$ cat src/design/xdlr_pkg.sv
package xdlr_pkg;

   typedef enum logic [1:0] {
      ST_IDLE,
      ST_WALK,
      ST_DONE
   } state_type;

   localparam logic [1:0] CMD_STORE = 2'd0;
   localparam logic [1:0] CMD_FWD   = 2'd1;
   localparam logic [1:0] CMD_BWD   = 2'd2;

   localparam logic [1:0] STATUS_OK      = 2'd0;
   localparam logic [1:0] STATUS_FULL    = 2'd1;
   localparam logic [1:0] STATUS_NO_SNAP = 2'd2;
   localparam logic [1:0] STATUS_BAD_TGT = 2'd3;

   localparam int unsigned POS_W  = 7;
   localparam int unsigned BYTE_W = 8;

   localparam logic [POS_W-1:0] SNAPSHOT_AT_RESET = 7'd2;

endpackage

$ cat src/design/xdlr_ram.sv
module xdlr_ram #(
   parameter int unsigned WIDTH = 8,
   parameter int unsigned DEPTH = 128
) (
   input  logic                     clock,
   input  logic                     wr_en,
   input  logic [$clog2(DEPTH)-1:0] wr_addr,
   input  logic [WIDTH-1:0]         wr_data,
   input  logic                     rd_en,
   input  logic [$clog2(DEPTH)-1:0] rd_addr,
   output logic [WIDTH-1:0]         rd_data
);

   logic [WIDTH-1:0] mem_ff [DEPTH];
   logic [WIDTH-1:0] rd_data_ff;

   always_ff @(posedge clock) begin
      if (wr_en) begin
         mem_ff[wr_addr] <= wr_data;
      end
      if (rd_en) begin
         rd_data_ff <= mem_ff[rd_addr];
      end
   end

   assign rd_data = rd_data_ff;

endmodule

$ cat src/design/xor_delta_log_recovery.sv
// XOR delta log with point-in-time recovery.
// req channel: one item per command. A store appends one delta to the log and
// answers with the delta and its position; a recovery rebuilds the byte at
// req_target_position from the snapshot and the deltas between.
// rsp channel: exactly one item per store or recovery; the unused command
// gives none. csr channel: writes snapshot_at, always ready; the user is to
// write it only while idle, the block itself does not enforce it. A store, or
// any recovery rejected with an error status, shows its result the cycle
// after acceptance, and stores may follow back to back. A recovery reads one
// delta a cycle through the single read port of the log RAM in ST_WALK, then
// passes its result from ST_DONE into the output register; no new item is
// taken meanwhile. Reset clears the entry count, the snapshot and the output
// valid flag and sets snapshot_at to 2; the log RAM is not cleared, only
// entries already written are ever read.
// When rsp_ready is low the result holds in the output register; req_ready
// drops until it is taken, and a finished recovery waits for it too.
module xor_delta_log_recovery #(
   parameter int unsigned LOG_DEPTH = 128
) (
   input  logic                             clock,
   input  logic                             reset,
   input  logic                             req_valid,
   output logic                             req_ready,
   input  logic [1:0]                       req_cmd,
   input  logic [xdlr_pkg::BYTE_W-1:0]      req_data_byte,
   input  logic [xdlr_pkg::POS_W-1:0]       req_target_position,
   output logic                             rsp_valid,
   input  logic                             rsp_ready,
   output logic [xdlr_pkg::BYTE_W-1:0]      rsp_result_byte,
   output logic [xdlr_pkg::POS_W-1:0]       rsp_position,
   output logic [1:0]                       rsp_status,
   input  logic                             csr_valid,
   output logic                             csr_ready,
   input  logic [xdlr_pkg::POS_W-1:0]       csr_snapshot_at
);

   localparam int unsigned AW = $clog2(LOG_DEPTH);
   localparam int unsigned CW = $clog2(LOG_DEPTH + 1);
   // common width for position compares
   localparam int unsigned PW = (CW > xdlr_pkg::POS_W) ? CW : xdlr_pkg::POS_W;

   xdlr_pkg::state_type state_ff, state_in;

   logic [CW-1:0]                 entry_count_ff, entry_count_in;
   logic [xdlr_pkg::BYTE_W-1:0]   last_byte_ff, last_byte_in;
   logic [xdlr_pkg::BYTE_W-1:0]   snap_byte_ff, snap_byte_in;
   logic                          snap_valid_ff, snap_valid_in;
   logic [AW-1:0]                 snap_pos_ff, snap_pos_in;
   logic [xdlr_pkg::POS_W-1:0]    snapshot_at_ff;
   logic [xdlr_pkg::BYTE_W-1:0]   acc_ff, acc_in;
   logic [AW-1:0]                 remaining_ff, remaining_in;
   logic [AW-1:0]                 walk_addr_ff, walk_addr_in;
   logic                          walk_down_ff, walk_down_in;
   logic                          rd_pending_ff, rd_pending_in;
   logic [xdlr_pkg::POS_W-1:0]    target_ff, target_in;
   logic                          rsp_valid_ff, rsp_valid_in;
   logic [xdlr_pkg::BYTE_W-1:0]   rsp_byte_ff, rsp_byte_in;
   logic [xdlr_pkg::POS_W-1:0]    rsp_pos_ff, rsp_pos_in;
   logic [1:0]                    rsp_status_ff, rsp_status_in;

   logic                          ram_we;
   logic [AW-1:0]                 ram_waddr;
   logic [xdlr_pkg::BYTE_W-1:0]   ram_wdata;
   logic                          ram_re;
   logic [xdlr_pkg::BYTE_W-1:0]   ram_rdata;

   logic                          out_free;
   logic [PW-1:0]                 ext_count, ext_snap, ext_target, ext_at;
   logic [PW-1:0]                 fwd_diff, bwd_diff;
   logic [xdlr_pkg::BYTE_W-1:0]   store_delta;

   xdlr_ram #(
      .WIDTH (xdlr_pkg::BYTE_W),
      .DEPTH (LOG_DEPTH)
   ) u_log (
      .clock   (clock),
      .wr_en   (ram_we),
      .wr_addr (ram_waddr),
      .wr_data (ram_wdata),
      .rd_en   (ram_re),
      .rd_addr (walk_addr_ff),
      .rd_data (ram_rdata)
   );

   assign csr_ready = 1'b1;

   assign out_free    = !rsp_valid_ff || rsp_ready;
   assign ext_count   = PW'(entry_count_ff);
   assign ext_snap    = PW'(snap_pos_ff);
   assign ext_target  = PW'(req_target_position);
   assign ext_at      = PW'(snapshot_at_ff);
   assign fwd_diff    = ext_target - ext_snap;
   assign bwd_diff    = ext_snap - ext_target;
   assign store_delta = (entry_count_ff == '0) ? req_data_byte
                                                : (req_data_byte ^ last_byte_ff);

   always_comb begin
      state_in       = state_ff;
      entry_count_in = entry_count_ff;
      last_byte_in   = last_byte_ff;
      snap_byte_in   = snap_byte_ff;
      snap_valid_in  = snap_valid_ff;
      snap_pos_in    = snap_pos_ff;
      acc_in         = acc_ff;
      remaining_in   = remaining_ff;
      walk_addr_in   = walk_addr_ff;
      walk_down_in   = walk_down_ff;
      rd_pending_in  = 1'b0;
      target_in      = target_ff;
      rsp_valid_in   = rsp_valid_ff && !rsp_ready;
      rsp_byte_in    = rsp_byte_ff;
      rsp_pos_in     = rsp_pos_ff;
      rsp_status_in  = rsp_status_ff;
      ram_we         = 1'b0;
      ram_waddr      = AW'(entry_count_ff);
      ram_wdata      = store_delta;
      ram_re         = 1'b0;
      req_ready      = 1'b0;

      case (state_ff)
         xdlr_pkg::ST_IDLE: begin
            req_ready = out_free;
            if (req_valid && out_free) begin
               case (req_cmd)
                  xdlr_pkg::CMD_STORE: begin
                     rsp_valid_in = 1'b1;
                     if (entry_count_ff == CW'(LOG_DEPTH)) begin
                        rsp_byte_in   = '0;
                        rsp_pos_in    = '0;
                        rsp_status_in = xdlr_pkg::STATUS_FULL;
                     end else begin
                        ram_we         = 1'b1;
                        last_byte_in   = req_data_byte;
                        entry_count_in = entry_count_ff + CW'(1);
                        if (ext_count == ext_at) begin
                           snap_byte_in  = req_data_byte;
                           snap_valid_in = 1'b1;
                           snap_pos_in   = AW'(entry_count_ff);
                        end
                        rsp_byte_in   = store_delta;
                        rsp_pos_in    = xdlr_pkg::POS_W'(ext_count);
                        rsp_status_in = xdlr_pkg::STATUS_OK;
                     end
                  end
                  xdlr_pkg::CMD_FWD,
                  xdlr_pkg::CMD_BWD: begin
                     rsp_byte_in = '0;
                     rsp_pos_in  = req_target_position;
                     if (!snap_valid_ff) begin
                        rsp_valid_in  = 1'b1;
                        rsp_status_in = xdlr_pkg::STATUS_NO_SNAP;
                     end else if ((req_cmd == xdlr_pkg::CMD_FWD &&
                                   (ext_target < ext_snap || ext_target >= ext_count)) ||
                                  (req_cmd == xdlr_pkg::CMD_BWD && ext_target > ext_snap)) begin
                        rsp_valid_in  = 1'b1;
                        rsp_status_in = xdlr_pkg::STATUS_BAD_TGT;
                     end else begin
                        acc_in    = snap_byte_ff;
                        target_in = req_target_position;
                        state_in  = xdlr_pkg::ST_WALK;
                        if (req_cmd == xdlr_pkg::CMD_FWD) begin
                           // deltas after the snapshot, up to the target
                           walk_down_in = 1'b0;
                           remaining_in = AW'(fwd_diff);
                           walk_addr_in = snap_pos_ff + AW'(1);
                        end else begin
                           // deltas from the snapshot down, target excluded
                           walk_down_in = 1'b1;
                           remaining_in = AW'(bwd_diff);
                           walk_addr_in = snap_pos_ff;
                        end
                     end
                  end
                  default: begin
                     // unused command: taken, no result
                  end
               endcase
            end
         end
         xdlr_pkg::ST_WALK: begin
            if (rd_pending_ff) begin
               acc_in = acc_ff ^ ram_rdata;
            end
            if (remaining_ff != '0) begin
               ram_re        = 1'b1;
               rd_pending_in = 1'b1;
               remaining_in  = remaining_ff - AW'(1);
               walk_addr_in  = walk_down_ff ? (walk_addr_ff - AW'(1))
                                            : (walk_addr_ff + AW'(1));
            end else if (!rd_pending_ff) begin
               state_in = xdlr_pkg::ST_DONE;
            end
         end
         xdlr_pkg::ST_DONE: begin
            if (out_free) begin
               rsp_valid_in  = 1'b1;
               rsp_byte_in   = acc_ff;
               rsp_pos_in    = target_ff;
               rsp_status_in = xdlr_pkg::STATUS_OK;
               state_in      = xdlr_pkg::ST_IDLE;
            end
         end
         default: begin
            state_in = xdlr_pkg::ST_IDLE;
         end
      endcase
   end

   always_ff @(posedge clock) begin
      if (reset) begin
         state_ff       <= xdlr_pkg::ST_IDLE;
         entry_count_ff <= '0;
         last_byte_ff   <= '0;
         snap_byte_ff   <= '0;
         snap_valid_ff  <= 1'b0;
         snap_pos_ff    <= '0;
         snapshot_at_ff <= xdlr_pkg::SNAPSHOT_AT_RESET;
         rd_pending_ff  <= 1'b0;
         rsp_valid_ff   <= 1'b0;
      end else begin
         state_ff       <= state_in;
         entry_count_ff <= entry_count_in;
         last_byte_ff   <= last_byte_in;
         snap_byte_ff   <= snap_byte_in;
         snap_valid_ff  <= snap_valid_in;
         snap_pos_ff    <= snap_pos_in;
         rd_pending_ff  <= rd_pending_in;
         rsp_valid_ff   <= rsp_valid_in;
         if (csr_valid && csr_ready) begin
            snapshot_at_ff <= csr_snapshot_at;
         end
      end
   end

   always_ff @(posedge clock) begin
      acc_ff        <= acc_in;
      remaining_ff  <= remaining_in;
      walk_addr_ff  <= walk_addr_in;
      walk_down_ff  <= walk_down_in;
      target_ff     <= target_in;
      rsp_byte_ff   <= rsp_byte_in;
      rsp_pos_ff    <= rsp_pos_in;
      rsp_status_ff <= rsp_status_in;
   end

   assign rsp_valid       = rsp_valid_ff;
   assign rsp_result_byte = rsp_byte_ff;
   assign rsp_position    = rsp_pos_ff;
   assign rsp_status      = rsp_status_ff;

   a_busy_not_ready: assert property (@(posedge clock) disable iff (reset)
      state_ff != xdlr_pkg::ST_IDLE |-> !req_ready)
      else $error("req_ready high during a recovery walk");

   a_read_in_walk: assert property (@(posedge clock) disable iff (reset)
      rd_pending_ff |-> state_ff == xdlr_pkg::ST_WALK)
      else $error("log read data arrived outside the walk");

   a_count_bound: assert property (@(posedge clock) disable iff (reset)
      entry_count_ff <= CW'(LOG_DEPTH))
      else $error("entry count beyond log depth");

   a_error_zero: assert property (@(posedge clock) disable iff (reset)
      rsp_valid && rsp_status != xdlr_pkg::STATUS_OK |-> rsp_result_byte == '0)
      else $error("error result carries a non-zero byte");

endmodule
$ cat config.mk
export PLATFORM = sky130hd
export DESIGN_NAME = xor_delta_log_recovery
export DESIGN_NICKNAME = d
export VERILOG_FILES = /design/src/design/xdlr_pkg.sv /design/src/design/xdlr_ram.sv /design/src/design/xor_delta_log_recovery.sv
export SDC_FILE = /design/constraint.sdc
export NUM_CORES = 1
export LEC_CHECK = 0
export BUFFER_PORTS_ARGS = -buffer_cell sky130_fd_sc_hd__buf_2
export CORE_UTILIZATION = 40
export CTS_BUF_LIST = sky130_fd_sc_hd__clkbuf_8 sky130_fd_sc_hd__clkbuf_16
export DETAILED_ROUTE_END_ITERATION = 7
export HOLD_SLACK_MARGIN = 0.02
export SYNTH_ARGS = -nofsm -noshare
export SYNTH_HDL_FRONTEND = slang
export SYNTH_SLANG_ARGS = --single-unit
$ cat constraint.sdc
create_clock -name clock -period 7.2 [get_ports clock]
set_input_delay 1.08 -clock clock [delete_from_list [all_inputs] [get_ports clock]]
set_output_delay 1.08 -clock clock [all_outputs]
set_load 0.02 [all_outputs]
==> results of run 1 <==
## synth_stat cells (30+ instances only)
master,n,area share (%)
mux2_2,33,0.83
nand2_1,104,0.87
ha_1,34,0.95
nor2b_1,46,0.64
dfxtp_1,43,1.9
a211oi_1,33,0.55
o21ai_0,34,0.38
a2111oi_0,32,0.62
mux4_2,192,9.6
edfxtp_1,1079,72
xnor2_1,32,0.62
nor2_1,192,1.6
clkbuf_1,73,0.61
nor3_1,30,0.33
a22oi_1,65,1.1
a22o_1,32,0.62
mux2i_1,95,2.1
inv_1,39,0.33
a21oi_1,40,0.45
buf_2,40,0.45
## per-stage QoR
stage / setup slack (ns) / total power, uW / util, % / area [sq um]
detailed placement: 2.94 / 7620 / 42.1 / 46700
floorplan: 1.35 / 7490 / - / 44900
CTS: 2.96 / 13400 / 45.4 / 50400
global placement: 3.11 / 7610 / 42.1 / 46700
finish: 2.92 / 13300 / 45.4 / 50400
global route: 2.71 / 13600 / 45.4 / 50400
## registers in the layout, summed over array words and instances, names as in the netlist
name and count:
state_ff 2, walk_addr_ff 7, snap_valid_ff 1, target_ff 7, u_log.rd_data 8, acc_ff 8
walk_down_ff 1, rsp_status 2, snapshot_at_ff 7, entry_count_ff 8, rsp_result_byte 8, rsp_valid 1
last_byte_ff 8, remaining_ff 7, rsp_position 7, rd_pending_ff 1, u_log.mem_ff 1024, snap_pos_ff 7
snap_byte_ff 8
## critical path: stages, from the launching register on
cell and delay (ns):
dfxtp_1 0.52, nor4_1 0.79, nand4_1 0.65, nand3_1 0.60
nor2_1 0.21, nand2_2 0.72, nor2_1 0.40
## cells by family after synthesis
group	after synthesis	synth area share, %
other	1	0.00836
xor gates and xnor gates	48	0.937
AOI/OAI and AO/OA	314	5.26
and+or+nand+nor	422	4.17
muxes	320	12.6
adders and majority gates	37	1.08
DFF	1122	74.1
buffers and inverters	176	1.81
## layout make-up
class | instances | area (sq um) | share of cell area (%)
Sequential cell | 1122 | 33300 | 66.0
Multi-Input combinational cell | 1142 | 10900 | 21.6
Clock buffer | 117 | 2890 | 5.74
Tap cell | 1488 | 1860 | 3.69
Clock inverter | 87 | 822 | 1.63
Timing Repair Buffer | 81 | 541 | 1.07
Inverter | 39 | 146 | 0.290
## power breakdown
part	switching, uW	total [uW]	internal, uW
clock	2470	5850	3380
combinational	225	287	62.0
sequential	7.78	7190	7180
## final timing paths
path                            depth (start not counted)  slack, ns                   to
worst max-delay path                                    6       2.92  u_log.mem_ff[67][0]
worst min-delay path                                    2       0.46      last_byte_ff[2]
worst max register to register                          6       2.92  u_log.mem_ff[67][0]
worst min register to register                          2       0.46      last_byte_ff[2]
## per-layer routing
metal,GRT usage [%],vias to the layer above,routed length (microns)
met5,0,-,0
met4,5.71,0,2910
met3,2.86,182,7520
met2,30.6,947,51800
met1,27.2,12178,46400
li1,-,9943,-
==> flow_summary.json, run 1 <==
{
  "syn-mean-instance-area_sq_um": 18.4,
  "clk_latency_ns": 0.70,
  "finalCriticalPeriod_ns": 4.28,
  "drt_wl_total_microns": 109000,
  "r2r_start": "entry_count_ff[3]",
  "drive_gt1_share_pct": 20.0,
  "fp.dieH_microns": 337,
  "yosysSeqAreaShare_pct": 74.1,
  "outcome": "finished clean",
  "finalSetupTns_ns": 0,
  "hold_path.class": "flip-flop to flip-flop",
  "worstSetupPathType": "flip-flop to flip-flop",
  "n_antenna_cell": 0,
  "vias": 23250,
  "fillers": 9296,
  "leakage_uw": 0.0161,
  "holdWs_ns": 0.457,
  "layout_commonest_cell": "edfxtp_1",
  "drv_cap": 0,
  "firstDrtPassIters": 8,
  "tritoncts": "built",
  "rows": 122,
  "vdd_drop_max_mv": 0.188,
  "syn_area_sq_mm": 0.0449,
  "synthesis.nets": 2506,
  "via_per_inst": 5.70,
  "clkTransAtPathRegs_ns": 0.06,
  "cts.path.max_buffers": 3,
  "io_pins": 49,
  "rsz0062_at_grt": "no",
  "htreeDepth": 3,
  "first_iter_violations": 2308,
  "first_global_vias": 23397,
  "syn_to_final_growth_pct": 12.4,
  "synth-async-reset-ratio_pct": 0,
  "crit_fanout": 16,
  "min-delay-start": "last_byte_ff[2]",
  "overflow": 0,
  "post_cts_resized": 0,
  "die-width_microns": 337,
  "start_util_pct": 40.4,
  "fin_nets": 2562,
  "crit_path_start_kind": "flip-flop",
  "grt_first_pass_wirelength_microns": 160000,
  "synthFlopType": "edfxtp_1",
  "numPlacedInstances": 3872,
  "cts-root-buf": "clkbuf_16",
  "tightest_slew_ns": 1.26,
  "cts_buffers": 110,
  "grt_max_degree": 146,
  "drc": 0,
  "p_per_area_mw_per_mm2": 264,
  "layout_worst_path_cycle_share_pct": 59.5,
  "cp-startpoint": "entry_count_ff[3]",
  "finalNonFillerCells": 4076,
  "end_kind": "flip-flop",
  "coreArea_sq_mm": 0.111,
  "drtAntennaViolNets": 0,
  "cp.required_ns": 7.54,
  "grtUsageTotal_pct": 19.2,
  "wl_per_cell_microns": 26.6,
  "finalClockSkew_ns": 0.0356,
  "drv_slew": 0,
  "layout_common_cells": "edfxtp_1 (1079), mux4_2 (192), nor2_1 (190), clkbuf_16 (114), nand2_1 (98)",
  "slew_headroom_pct": 15.6,
  "arrival_ns": 4.62,
  "port_buffers": 47,
  "hpwlAfterDp_microns": 65400,
  "ys_ff_latch": 1122,
  "ys_types": 58,
  "postCtsSetupBuffers": 0,
  "gp_congestion": 0.864,
  "antenna_found_initial": 1,
  "synth_edf_count": 1079,
  "yosys_warnings": 0,
  "clock_sinks": 1122,
  "post_synth_inst_count": 2440,
  "setup_viol": 0,
  "max_freq_mhz": 234,
  "hold_buffers": 0,
  "final-hold-violation-count": 0,
  "die-area_sq_mm": 0.113
}
No activity file was read; power rests on OpenSTA's default activity.
==> inputs of run 2 (changes only) <==
==> constraint.sdc (replaced) <==
create_clock -name clock -period 3.87 [get_ports clock]
set_input_delay 0.5805 -clock clock [delete_from_list [all_inputs] [get_ports clock]]
set_output_delay 0.5805 -clock clock [all_outputs]
set_load 0.02 [all_outputs]
==> run 2 against run 1 <==
  * Clock skew decreased by 0.015 ns
  * Setup slack lost 2.6 ns
  * Critical path depth is 2 higher
  * Register-to-register slack worse by 2.6 ns
==> flow_summary.json, run 2 (synthesized netlist as in run 1, its figures left out) <==
{
  "outcome": "finished clean",
  "cp.required_ns": 4.26,
  "finalClockSkew_ns": 0.0208,
  "layout_commonest_cell": "edfxtp_1",
  "die-area_sq_mm": 0.113,
  "crit_path_start_kind": "flip-flop",
  "rows": 122,
  "cts_buffers": 113,
  "arrival_ns": 3.99,
  "setup_viol": 0,
  "place_ws_ns": -0.0286,
  "grtUsageTotal_pct": 18.9,
  "via_per_inst": 5.60,
  "vdd_drop_max_mv": 0.434,
  "post_cts_resized": 1,
  "cts-root-buf": "clkbuf_16",
  "clk_latency_ns": 0.69,
  "largest_register": "u_log.mem_ff",
  "finalCriticalPeriod_ns": 3.60,
  "largest_reg_flops": 1024,
  "max_freq_mhz": 278,
  "antenna_found_initial": 0,
  "clock_sinks": 1122,
  "fin_util_pct": 46.4,
  "overflow": 0,
  "gp_congestion": 0.812,
  "rsz0062_at_grt": "no",
  "path_cells": "buf_12, buf_4, buf_12, mux4_2, a22oi_1, nand2_1, nor3_1, o221ai_1",
  "fin_nets": 2662,
  "firstDrtPassIters": 5,
  "worstSetupPathType": "flip-flop to flip-flop",
  "die-width_microns": 337,
  "drv_cap": 0,
  "drive_gt1_share_pct": 22.4,
  "fillers": 9363,
  "hold_path.class": "primary input to flip-flop",
  "coreArea_sq_mm": 0.111,
  "vias": 23408,
  "power_uw": 25000,
  "hpwlAfterDp_microns": 64700,
  "max_stage_delay_ns": 0.62,
  "grt_first_pass_wirelength_microns": 158000,
  "final-hold-violation-count": 0,
  "crit_slowest_cell": "nor3_1",
  "drt_wl_total_microns": 107000,
  "crit_fanout": 65,
  "end_kind": "flip-flop",
  "wl_per_cell_microns": 25.5,
  "syn_to_final_growth_pct": 14.8,
  "first_global_vias": 23876,
  "holdWs_ns": 0.132,
  "cts.path.max_buffers": 3,
  "htreeDepth": 3,
  "postCtsSetupBuffers": 0,
  "slew_headroom_pct": 28.9,
  "p_per_area_mw_per_mm2": 486,
  "first_iter_violations": 2251,
  "hold_buffers": 0,
  "io_pins": 49,
  "n_antenna_cell": 0,
  "grt_max_degree": 130,
  "start_util_pct": 40.4,
  "tritoncts": "built",
  "layout_setup_ws_ns": 0.269,
  "leakage_uw": 0.0168,
  "drc": 0,
  "layout_common_cells": "edfxtp_1 (1079), mux4_2 (192), nor2_1 (190), clkbuf_16 (114), buf_4 (113)",
  "drtAntennaViolNets": 0,
  "tightest_slew_ns": 1.07,
  "layout_worst_path_cycle_share_pct": 93.1,
  "clkTransAtPathRegs_ns": 0.06,
  "port_buffers": 47,
  "drv_slew": 0,
  "cpMostUsedCell": "buf_12",
  "fp.dieH_microns": 337
}
-- run 2: cell count changes in the layout (fill, tap and decap cells not counted), sizes merged --
cell	delta
clkbuf	-3
clkinvlp	-5
clkinv	+15
buf	+97
inv	-2
bufinv	+5
-- run 2: through the flow --
step	setup TNS [ns]	area, sq um	instances
floorplan	0	45000	2440
global placement	-0.0775	47700	3969
detailed placement	-0.0286	47700	3969
CTS	0	51500	4183
global route	0	51500	4183
finish	0	51500	4183
-- run 2: final cells by class --
class,count,area (sq um),share of cell area (%)
flip-flops and latches,1122,33300,64.6
multi-input cells,1142,11000,21.3
clock buffers,114,2850,5.54
well taps,1488,1860,3.62
repair buffers,178,1440,2.80
clock inverters,100,956,1.86
inverters,39,146,0.284
-- run 2: per-layer routing --
metal | routed length (microns) | track usage [%] | up-vias
met2 | 51900 | 31.1 | 801
met1 | 45500 | 25.9 | 12267
met3 | 6160 | 2.77 | 179
met5 | 0 | 0 | -
li1 | - | - | 10161
met4 | 2990 | 6.24 | 0
-- run 2: path summary, 6_finish.rpt --
check                startpoint                end  slack [ns]  cells past startpoint
min          csr_snapshot_at[1]  snapshot_at_ff[1]        0.13                      2
min reg2reg     last_byte_ff[5]    last_byte_ff[5]        0.46                      2
max reg2reg     walk_addr_ff[0]   u_log.rd_data[2]        0.27                      8
max             walk_addr_ff[0]   u_log.rd_data[2]        0.27                      8
-- run 2: worst max-delay path, delay by kind of cell, from the launching register on --
| family | cells | cell delay (ns) |
|---|---|---|
| AOI/OAI and AO/OA | 2 | 0.47 |
| buffers and inverters | 3 | 1.03 |
| DFF | 1 | 0.37 |
| muxes | 1 | 0.58 |
| and+or+nand+nor | 2 | 0.75 |
-- run 2: power breakdown --
part,switching (uW),internal (uW),total [uW]
clock network,4560,6540,11100
registers,13.8,13400,13400
logic,404,133,537
total,4980,20000,25000
==> inputs of run 3 (changes only) <==
--- a/config.mk
+++ b/config.mk
@@ -10,6 +10,8 @@
 export CTS_BUF_LIST = sky130_fd_sc_hd__clkbuf_8 sky130_fd_sc_hd__clkbuf_16
 export DETAILED_ROUTE_END_ITERATION = 7
 export HOLD_SLACK_MARGIN = 0.02
+export REMOVE_ABC_BUFFERS = 1
+export SKIP_CTS_REPAIR_TIMING = 1
 export SYNTH_ARGS = -nofsm -noshare
 export SYNTH_HDL_FRONTEND = slang
 export SYNTH_SLANG_ARGS = --single-unit
==> run 3 against run 2 <==
  * Die area did not move
  * Critical path type unchanged
  * First-iteration DRC count fell by 11%
  * Final area fell by 0.50%
  * Critical path depth did not move
  * Combinational power barely moved
  * Highest routed layer unchanged
  * Global-route usage fell by 0.20 points
  * Clock skew rose by 0.016 ns
  * Sequential share of layout area rose by 0.33 points
  * Maximum frequency rose by 7.0%
==> flow_summary.json, run 3 (synthesized netlist as in run 1, its figures left out) <==
{
  "outcome": "finished clean",
  "rows": 122,
  "clkTransAtPathRegs_ns": 0.06,
  "final-hold-violation-count": 0,
  "clk_latency_ns": 0.70,
  "cts-root-buf": "clkbuf_16",
  "finalNonFillerCells": 4183,
  "via_per_inst": 5.54,
  "crit_path_start_kind": "flip-flop",
  "tightest_slew_ns": 1.08,
  "vdd_drop_max_mv": 0.393,
  "n_antenna_cell": 0,
  "port_buffers": 47,
  "place_ws_ns": 0.502,
  "coreArea_sq_mm": 0.111,
  "finalClockSkew_ns": 0.0366,
  "htreeDepth": 3,
  "drv_cap": 0,
  "grt_first_pass_wirelength_microns": 156000,
  "largest_register": "u_log.mem_ff",
  "antenna_found_initial": 0,
  "vias": 23174,
  "overflow": 0,
  "layout_commonest_cell": "edfxtp_1",
  "arrival_ns": 3.87,
  "cp.required_ns": 4.38,
  "hpwlAfterDp_microns": 65700,
  "drc": 0,
  "r2r_slack_ns": 0.50,
  "slew_headroom_pct": 26.2,
  "rsz0062_at_grt": "no",
  "finalSetupTns_ns": 0,
  "max_freq_mhz": 297,
  "drv_slew": 0,
  "gp_congestion": 0.832,
  "start_util_pct": 40.4,
  "largest_reg_flops": 1024,
  "drtAntennaViolNets": 0,
  "cts.path.max_buffers": 3,
  "first_global_vias": 23746,
  "io_pins": 49,
  "firstDrtPassIters": 5,
  "hold_path.class": "primary input to flip-flop",
  "setup_viol": 0,
  "fillers": 9321,
  "fp.dieH_microns": 337,
  "die-width_microns": 337,
  "drt_wl_total_microns": 106000,
  "cts_buffers": 112,
  "clock_sinks": 1122,
  "layout_setup_ws_ns": 0.505,
  "layout_worst_path_cycle_share_pct": 87.0,
  "finalCriticalPeriod_ns": 3.37,
  "fin_util_pct": 46.2,
  "grt_max_degree": 130,
  "crit_fanout": 34,
  "tritoncts": "built",
  "p_per_area_mw_per_mm2": 476,
  "fin_nets": 2671,
  "drive_gt1_share_pct": 22.2,
  "layout_common_cells": "edfxtp_1 (1079), mux4_2 (192), nor2_1 (190), buf_4 (123), clkbuf_16 (113)",
  "syn_to_final_growth_pct": 14.2,
  "worstSetupPathType": "flip-flop to flip-flop",
  "first_iter_violations": 2012,
  "die-area_sq_mm": 0.113,
  "wl_per_cell_microns": 25.3,
  "end_kind": "flip-flop",
  "leakage_uw": 0.0167,
  "grtUsageTotal_pct": 18.7,
  "numPlacedInstances": 3979
}
run 3: cell types whose count changed in the layout (fill, tap and decap cells not counted), sizes merged:
cell and delta:
clkinvlp -2, bufinv -7, clkinv -1, inv +1
buf +10, clkbuf -1
run 3: through the flow:
stage / power, uW / area (sq um) / hold slack (ns)
floorplan: 13900 / 44200 / 0.431
global placement: 14100 / 47700 / 0.441
detailed placement: 14200 / 47700 / 0.448
CTS: 24600 / 51200 / 0.0695
global route: 25000 / 51200 / 0.0830
finish: 24400 / 51200 / 0.0997
run 3: final cells by class:
type / instances / area (sq um) / area share (%)
Clock buffer: 113 / 2830 / 5.52
Clock inverter: 91 / 736 / 1.44
Inverter: 39 / 146 / 0.286
Multi-Input combinational cell: 1142 / 10900 / 21.2
Sequential cell: 1122 / 33300 / 64.9
Tap cell: 1488 / 1860 / 3.63
Timing Repair Buffer: 188 / 1520 / 2.96
run 3: worst max-delay path: stages, from the launching register on:
cell and delay, ns:
edfxtp_1 0.45, buf_12 0.30, inv_1 0.17, nand2_1 0.51, o22ai_1 0.22, a2111oi_0 0.95
buf_4 0.24, nor3_1 0.10, o221ai_1 0.19
run 3: power breakdown:
group          internal, uW  total (uW)  switching, uW
sequential            13400       13400           12.2
combinational           134         537            403
clock                  6010       10500           4490
total                 19500       24400           4900
run 3: routing by layer:
| layer | share of wire (%) | global-route usage (%) | wire length (microns) | vias to the layer above |
|---|---|---|---|---|
| li1 | - | - | - | 10171 |
| met1 | 43 | 25.4 | 45600 | 12119 |
| met2 | 49 | 31.1 | 51800 | 723 |
| met3 | 6.1 | 3.43 | 6470 | 161 |
| met4 | 2.0 | 4.81 | 2150 | 0 |
| met5 | 0 | 0 | 0 | - |
run 3: final timing paths:
| check | startpoint | end | cells past startpoint |
|---|---|---|---|
| worst max register to register | walk_addr_ff[0] | u_log.rd_data[4] | 8 |
| worst min register to register | last_byte_ff[0] | last_byte_ff[0] | 2 |
| worst max-delay path | walk_addr_ff[0] | u_log.rd_data[4] | 8 |
| worst min-delay path | csr_snapshot_at[1] | snapshot_at_ff[1] | 2 |
